--- src/rtl/mtsr_pkg.sv ---
`default_nettype none

package mtsr_pkg;

  // Input word: one element, or a close marker, for one of the two runs
  typedef struct packed {
    logic               run_select;
    logic               has_value;
    logic signed [31:0] value;
    logic               last_of_run;
  } in_word_t;

  // Output word: one element of the merged sequence
  typedef struct packed {
    logic signed [31:0] value_res;
    logic               from_second;
    logic               last;
    logic               overflow;
  } out_word_t;

endpackage

`default_nettype wire

--- src/rtl/merge_two_sorted_runs_core.sv ---
// Two-way merge of two ascending runs of signed 32-bit values.
// Input channel (in_valid_i / in_stall_o / in_data_i): each word goes to run 0
// or run 1 and is written into that run's memory. One word is taken per
// cycle while loading. A word with last_of_run closes its run; a word without
// a value only closes it. Words sent to a run that is already closed are
// dropped, and values beyond RUN_DEPTH per run are dropped and flagged.
// Once both runs are closed, in_stall_o stays high for the whole merge.
// Output channel (out_valid_o / out_stall_i / out_data_o): the stable merged
// sequence, ties taken from run 0 first, with the final word marked last.
// After the closing word is taken, the block passes through StPrime, where
// both run heads are read from memory, and then loads the first result into
// the output register in StMerge. After that, one result per cycle leaves
// while out_stall_i is low. The head memories are read at the next indices,
// which keeps this pace. A stall holds the output register and freezes the
// merge walk. After the final result the block takes new words at once, even
// while that result waits in the output register. Two empty runs give no
// results. Reset clears counts, close flags and the overflow flag; memory
// contents are left as they are.
`default_nettype none

module merge_two_sorted_runs_core #(
  parameter int RUN_DEPTH = 32
) (
  input  wire logic              clk_i,
  input  wire logic              rst_ni,
  input  wire logic              in_valid_i,
  output logic                   in_stall_o,
  input  wire mtsr_pkg::in_word_t in_data_i,
  output logic                   out_valid_o,
  input  wire logic              out_stall_i,
  output mtsr_pkg::out_word_t    out_data_o
);

  localparam int AW = (RUN_DEPTH > 1) ? $clog2(RUN_DEPTH) : 1;
  localparam int CW = $clog2(RUN_DEPTH + 1);
  localparam logic [CW-1:0] DepthC = CW'(RUN_DEPTH);

  typedef enum logic [1:0] {
    StLoad,
    StPrime,
    StMerge
  } state_e;

  state_e state_q;

  logic [CW-1:0] first_cnt_q, second_cnt_q;
  logic [CW-1:0] i_q, j_q;
  logic [CW-1:0] i_d, j_d;
  logic          first_closed_q, second_closed_q;
  logic          overflow_q;

  logic                out_valid_q;
  mtsr_pkg::out_word_t out_data_q;

  logic signed [31:0] first_mem  [RUN_DEPTH];
  logic signed [31:0] second_mem [RUN_DEPTH];
  logic signed [31:0] head_a_q, head_b_q;

  // Load-side decode
  logic          in_acc;
  logic          sel_closed;
  logic [CW-1:0] sel_cnt;
  logic          sel_full;
  logic          wr_first, wr_second;
  logic          drop_val;
  logic          close_first, close_second;

  // Merge-side decode
  logic          emit;
  logic          take_first;
  logic          is_last;

  assign in_stall_o = (state_q != StLoad);
  assign in_acc     = in_valid_i && (state_q == StLoad);
  assign sel_closed = in_data_i.run_select ? second_closed_q : first_closed_q;
  assign sel_cnt    = in_data_i.run_select ? second_cnt_q : first_cnt_q;
  assign sel_full   = (sel_cnt == DepthC);

  assign wr_first  = in_acc && !sel_closed && in_data_i.has_value && !sel_full &&
                     !in_data_i.run_select;
  assign wr_second = in_acc && !sel_closed && in_data_i.has_value && !sel_full &&
                     in_data_i.run_select;
  assign drop_val  = in_acc && !sel_closed && in_data_i.has_value && sel_full;

  assign close_first  = first_closed_q ||
                        (in_acc && !sel_closed && in_data_i.last_of_run &&
                         !in_data_i.run_select);
  assign close_second = second_closed_q ||
                        (in_acc && !sel_closed && in_data_i.last_of_run &&
                         in_data_i.run_select);

  // Pick the smaller head, run 0 on ties
  assign take_first = (i_q < first_cnt_q) &&
                      ((j_q >= second_cnt_q) || (head_a_q <= head_b_q));
  assign emit       = (state_q == StMerge) && (!out_valid_q || !out_stall_i);

  // Advance the walk; read addresses follow the next indices
  always_comb begin
    i_d = i_q;
    j_d = j_q;
    if (emit) begin
      if (take_first) begin
        i_d = i_q + CW'(1);
      end else begin
        j_d = j_q + CW'(1);
      end
    end
  end

  assign is_last = (i_d == first_cnt_q) && (j_d == second_cnt_q);

  // Run memories: write while loading, read the heads every cycle
  always_ff @(posedge clk_i) begin
    if (wr_first) begin
      first_mem[first_cnt_q[AW-1:0]] <= in_data_i.value;
    end
    head_a_q <= first_mem[i_d[AW-1:0]];
  end

  always_ff @(posedge clk_i) begin
    if (wr_second) begin
      second_mem[second_cnt_q[AW-1:0]] <= in_data_i.value;
    end
    head_b_q <= second_mem[j_d[AW-1:0]];
  end

  // Control, counts and output register
  always_ff @(posedge clk_i or negedge rst_ni) begin
    if (!rst_ni) begin
      state_q         <= StLoad;
      first_cnt_q     <= '0;
      second_cnt_q    <= '0;
      first_closed_q  <= 1'b0;
      second_closed_q <= 1'b0;
      overflow_q      <= 1'b0;
      i_q             <= '0;
      j_q             <= '0;
      out_valid_q     <= 1'b0;
      out_data_q      <= '0;
    end else begin
      // Load the output word on emit, drop it once taken
      if (emit) begin
        out_valid_q <= 1'b1;
      end else if (out_valid_q && !out_stall_i) begin
        out_valid_q <= 1'b0;
      end

      case (state_q)
        StLoad: begin
          if (wr_first) begin
            first_cnt_q <= first_cnt_q + CW'(1);
          end
          if (wr_second) begin
            second_cnt_q <= second_cnt_q + CW'(1);
          end
          if (drop_val) begin
            overflow_q <= 1'b1;
          end
          first_closed_q  <= close_first;
          second_closed_q <= close_second;
          if (close_first && close_second) begin
            state_q <= StPrime;
          end
        end

        StPrime: begin
          // Heads at index zero are being read; skip the merge if both are empty
          if (first_cnt_q == '0 && second_cnt_q == '0) begin
            first_closed_q  <= 1'b0;
            second_closed_q <= 1'b0;
            overflow_q      <= 1'b0;
            state_q         <= StLoad;
          end else begin
            state_q <= StMerge;
          end
        end

        StMerge: begin
          if (emit) begin
            out_data_q.value_res   <= take_first ? head_a_q : head_b_q;
            out_data_q.from_second <= !take_first;
            out_data_q.last        <= is_last;
            out_data_q.overflow    <= overflow_q;
            if (is_last) begin
              // Clear for the next pair
              i_q             <= '0;
              j_q             <= '0;
              first_cnt_q     <= '0;
              second_cnt_q    <= '0;
              first_closed_q  <= 1'b0;
              second_closed_q <= 1'b0;
              overflow_q      <= 1'b0;
              state_q         <= StLoad;
            end else begin
              i_q <= i_d;
              j_q <= j_d;
            end
          end
        end

        default: begin
          state_q <= StLoad;
        end
      endcase
    end
  end

  assign out_valid_o = out_valid_q;
  assign out_data_o  = out_data_q;

endmodule

`default_nettype wire
--- config.mk ---
export PLATFORM = sky130hd
export DESIGN_NAME = merge_two_sorted_runs_core
export DESIGN_NICKNAME = d
export VERILOG_FILES = /design/src/rtl/mtsr_pkg.sv /design/src/rtl/merge_two_sorted_runs_core.sv
export SDC_FILE = /design/constraint.sdc
export NUM_CORES = 2
export LEC_CHECK = 0
export ABC_AREA = 1
export BUFFER_PORTS_ARGS = -buffer_cell sky130_fd_sc_hd__buf_2
export CORE_MARGIN = 4
export CORE_UTILIZATION = 42
export CTS_CLUSTER_SIZE = 28
export DETAILED_ROUTE_END_ITERATION = 8
export GPL_ROUTABILITY_DRIVEN = 1
export PLACE_DENSITY_LB_ADDON = 0.2
export SYNTH_ARGS = -nofsm -noshare
export SYNTH_HDL_FRONTEND = slang
export SYNTH_SLANG_ARGS = --single-unit
--- constraint.sdc ---
create_clock -name clk_i -period 8.4 [get_ports clk_i]
set_input_delay 1.68 -clock clk_i [delete_from_list [all_inputs] [get_ports clk_i]]
set_output_delay 1.68 -clock clk_i [all_outputs]
set_load 0.1 [all_outputs]
==> key figures <==
Cells and area
  • Most common library cell in the layout ignoring fill and taps: sky130_fd_sc_hd__edfxtp_1
  • Final non-filler cell total: 10,066
  • Sequential cell area: 64,410 um^2
  • Area taken by multi-input logic gates: 19,740 um^2
  • Fill cell count: 18,664
  • Signed area change from the synthesized netlist to the final layout: 12.19%
  • Share of final-layout standard cells stronger than drive strength 1: 8.749%
  • Final core utilization: 47.35%
  • Most frequent cells in the layout: 2,048 x sky130_fd_sc_hd__edfxtp_1, 1,170 x sky130_fd_sc_hd__o21ai_0, 727 x sky130_fd_sc_hd__inv_1
  • Fin nets: 7,164

Die
  • Row cnt: 168
  • Boundary pin count: 76
  • Initial Utilization: 42.21%
  • DIE HEIGHT: 466.7 um
  • Core region area: 209,400 um^2
  • DIE AREA: 217,800 um^2
  • Die width: 466.7 um

Drt
  • DRT Pass-1 Iters: 6
  • Violation count after the first detailed-routing iteration: 7,003
  • Via total after detailed routing: 56,190
  • Per-cell via count in the routed design: 5.582
  • Post-DR wirelength/cell: 25.27 um
  • Number of remaining DRC errors: 0
  • Detail Route Antenna Nets: 0
  • Detailed-route wire length: 254,400 um

Power and ir drop
  • Clock group share of total power: 27.5%
  • Sw frac: 38.95%
  • Leakage power figure: 34.82 nW
  • Power spent charging and discharging nets: 13.45 mW
  • Internal power: 21.09 mW
  • Peak VDD IR: 0.3300 mV
  • Part of the total power dissipated in combinational logic: 36.0%
  • Overall power consumption: 34.55 mW
  • Power per Cell Area: 348.5 nW/um^2
  • Sequential share of power: 36.6%

Clock network
  • Post-cts resize count: 0
  • Clk slew on worst S/H paths: 60 ps
  • H-tree levels: 4
  • TritonCTS Buffers: 222
  • CTS tree: yes
  • Clock tree root driver cell: sky130_fd_sc_hd__clkbuf_16
  • Insertion delay to the later sink of the worst-skew pair: 840 ps
  • Num Clock Sinks: 2,177
  • Hold buffers post-CTS: 0
  • Buffers from clock root to sink, at most: 3
  • Post-CTS Setup Bufs: 0

Yosys
  • Share of the synthesized area in the top cell type: 69.59%
  • Largest cells by area after synthesis: sky130_fd_sc_hd__edfxtp_1 70%, sky130_fd_sc_hd__o21ai_0 6.6%, sky130_fd_sc_hd__inv_1 3.1%, sky130_fd_sc_hd__nand3_1 3.0%, sky130_fd_sc_hd__nand2_1 2.6%
  • Total of warnings raised by yosys: 0
  • Library cell with the largest summed area after synthesis: sky130_fd_sc_hd__edfxtp_1
  • Ys flop type: sky130_fd_sc_hd__edfxtp_1
  • Share of async-settable or async-resettable flops after synthesis: 2.986%
  • Synth Instances: 7,078
  • Post-synthesis register bit count: 2,177
  • Mean Syn Cell Area: 12.48 um^2
  • Cell area after synthesis: 88,370 um^2
  • Unique cell type count in the Yosys netlist: 41
  • Number of flops mapped to enable cells by yosys: 2,048
  • Number of nets produced by synthesis: 7,174
  • Sequential-to-total area share from yosys stat: 72.89%

Worst setup path
  • CP max-delay cell: sky130_fd_sc_hd__a21oi_1
  • Worst Path Class, Setup: reg2reg
  • Largest driver fanout on the critical path: 168
  • Worst R2R Setup Slack: 2060 ps
  • CP most frequent cell: sky130_fd_sc_hd__nand2_1
  • Element type at the critical path start: flop
  • Number of cells on the worst reg-to-reg path: 18
  • Req. time, crit path: 9160 ps
  • Critical path, cell by cell: inv_1 -> ha_1 -> a21oi_1 -> o21ai_0 -> a21oi_1 -> nand2_2 -> nand2_4 -> nand2_2 -> nand2_8 -> buf_12 -> buf_4 -> o21ai_0 -> o21bai_1 -> nand3_1 -> nand3_1 -> nand2_1 -> nand2_1 -> nand2_1
  • Startpoint of the lowest-slack register-to-register path: first_cnt_q[3]$_DFFE_PN0P_
  • Critical Path End Type: flop
  • Critical Path AT: 7100 ps
  • Capture instance of the worst register-to-register path: head_b_q[16]$_DFF_P_
  • Family with the most delay on the worst path: simple AND/OR/NAND/NOR gates
  • Crit-path max cell delay: 830 ps
  • Number of buffers and inverters on the critical path: 3

Timing
  • Actual slew at the worst max-slew pin: 1590 ps
  • Setup skew after layout: 27.78 ps
  • Final Hold Fails: 0
  • Upper clock frequency limit: 157.7 MHz
  • Min Clock Period, post-route: 6342 ps
  • Max-slew violation count: 108
  • Max_slew headroom: -5.990%
  • Ratio of final minimum period to clock period: 75.50%
  • Setup violation total in the final timing report: 0
  • RSZ-0062 raised after global routing: no
  • Setup tns final: 0 ps

Global route
  • Largest net degree at the start of global routing: 226
  • Global-route congestion overflow total: 0
  • Number of global-route vias before repair: 53,544
  • Wire length of the first global-routing pass: 368,800 um
  • Number of antenna violations at the first check in global routing: 14
  • Total global routing track utilization: 22.93%

Placed design
  • Instance count after placement with tap cells included: 9,649
  • Estimated wirelength of the detail-placed design: 127,300 um
  • Weighted congestion reported at the end of routability-driven placement: 0.9297
  • Buffers on Ports: 75

Hold path
  • Worst min-delay path startpoint: overflow_q$_DFFE_PN0P_
  • Hold-critical path depth: 2
  • Worst Hold Class: reg2reg
  • Worst-case hold path end point: overflow_q$_DFFE_PN0P_

Job
  • Max-cap violations: 0

Run status
  • Violated checks: max-slew violations
  • Outcome: finished, violations left
[flip-flops by register name, indices dropped and copies added (netlist names)]
signal,cells
head_b_q,32
out_valid_o,1
first_cnt_q,6
head_a_q,32
state_q,2
second_mem,1024
i_q,6
first_mem,1024
out_data_o,35
second_cnt_q,6
second_closed_q,1
first_closed_q,1
overflow_q,1
j_q,6
[cell families (layout without fill, tap and decap cells)]
kind of cell / after synthesis / in the layout / synth area share [%]
AOI/OAI and AO/OA: 2115 / 2115 / 13.37
xor gates and xnor gates: 4 / 4 / 0.07221
adders and majority gates: 57 / 57 / 0.8071
buffers and inverters: 1197 / 1377 / 5.450
DFF: 2177 / 2177 / 72.89
other: 0 / 3 / 0
and+or+nand+nor: 1528 / 1528 / 7.417
[metrics by stage]
step / area (um^2) / hold slack [ps] / setup slack (ps)
2_1_floorplan: 88370 / 442.0 / 4093
3_3_place_gp: 92210 / 463.2 / 2078
3_5_place_dp: 92210 / 463.5 / 2099
4_1_cts: 99140 / 479.3 / 2158
5_1_grt: 99140 / 503.4 / 1578
6_report: 99140 / 477.8 / 2058
[Yosys cell counts (5+ instances only)]
master,count
sky130_fd_sc_hd__o21ai_2,12
sky130_fd_sc_hd__nor2_1,345
sky130_fd_sc_hd__clkbuf_1,251
sky130_fd_sc_hd__inv_1,732
sky130_fd_sc_hd__o21ai_1,135
sky130_fd_sc_hd__o21ai_0,1170
sky130_fd_sc_hd__nand3_1,538
sky130_fd_sc_hd__nand2_1,602
sky130_fd_sc_hd__nand2_2,11
sky130_fd_sc_hd__buf_4,15
sky130_fd_sc_hd__o221ai_1,31
sky130_fd_sc_hd__o211ai_1,291
sky130_fd_sc_hd__ha_1,57
sky130_fd_sc_hd__nand4_1,14
sky130_fd_sc_hd__dfxtp_1,64
sky130_fd_sc_hd__buf_1,31
sky130_fd_sc_hd__buf_6,10
sky130_fd_sc_hd__o21bai_1,130
sky130_fd_sc_hd__clkbuf_2,14
sky130_fd_sc_hd__nor3_1,5
sky130_fd_sc_hd__edfxtp_1,2048
sky130_fd_sc_hd__a21oi_1,340
sky130_fd_sc_hd__buf_2,139
sky130_fd_sc_hd__dfrtp_1,65
[metal layers]
metal	global-route usage (%)	up-vias	routed length, um
met1	33.48	28021	111400
met2	34.68	2259	112300
met3	3.721	375	20920
met4	8.550	0	9681
met5	0	-	0
li1	-	25535	-
[power groups by stage]
stage	Combinational (mW)	Clock, mW	Sequential [mW]
floorplan	8.09	0	13.1
global placement	12.3	0	12.9
detailed placement	12.4	0	12.8
CTS	12.4	9.63	12.6
global route	13.8	10.1	12.6
finish	12.4	9.49	12.6
[worst max path at each step]
| stage | from | to | slack, ps | cells past startpoint |
|---|---|---|---|---|
| 6_report | first_cnt_q[3]$_DFFE_PN0P_ | head_b_q[16]$_DFF_P_ | 2060 | 18 |
| 5_1_grt | first_cnt_q[4]$_DFFE_PN0P_ | head_b_q[16]$_DFF_P_ | 1580 | 18 |
| 4_1_cts | first_cnt_q[3]$_DFFE_PN0P_ | head_b_q[16]$_DFF_P_ | 2160 | 18 |
| 3_5_place_dp | out_stall_i | head_a_q[17]$_DFF_P_ | 2100 | 16 |
| 3_3_place_gp | out_stall_i | head_a_q[17]$_DFF_P_ | 2080 | 16 |
| 2_1_floorplan | in_data_i[34] | second_mem[0][0]$_DFFE_PP_ | 4090 | 8 |
[worst reg2reg max path: stages, from the launching register on]
cell and delay, ps:
sky130_fd_sc_hd__dfrtp_1 490, sky130_fd_sc_hd__inv_1 210, sky130_fd_sc_hd__ha_1 350, sky130_fd_sc_hd__a21oi_1 130, sky130_fd_sc_hd__o21ai_0 80, sky130_fd_sc_hd__a21oi_1 830, sky130_fd_sc_hd__nand2_2 420, sky130_fd_sc_hd__nand2_4 480
sky130_fd_sc_hd__nand2_2 180, sky130_fd_sc_hd__nand2_8 510, sky130_fd_sc_hd__buf_12 580, sky130_fd_sc_hd__buf_4 990, sky130_fd_sc_hd__o21ai_0 150, sky130_fd_sc_hd__o21bai_1 210, sky130_fd_sc_hd__nand3_1 90, sky130_fd_sc_hd__nand3_1 120
sky130_fd_sc_hd__nand2_1 120, sky130_fd_sc_hd__nand2_1 110, sky130_fd_sc_hd__nand2_1 210
[cell type report]
class                   count  share of cell area [%]
clock buffers             299                   6.058
flip-flops and latches   2177                   64.96
inverters                 737                   2.823
well taps                2805                   3.540
repair buffers            226                   1.764
clock inverters           115                  0.9301
multi-input cells        3704                   19.91
diodes                      3                0.007572
Power figures use the tool's default switching activity.
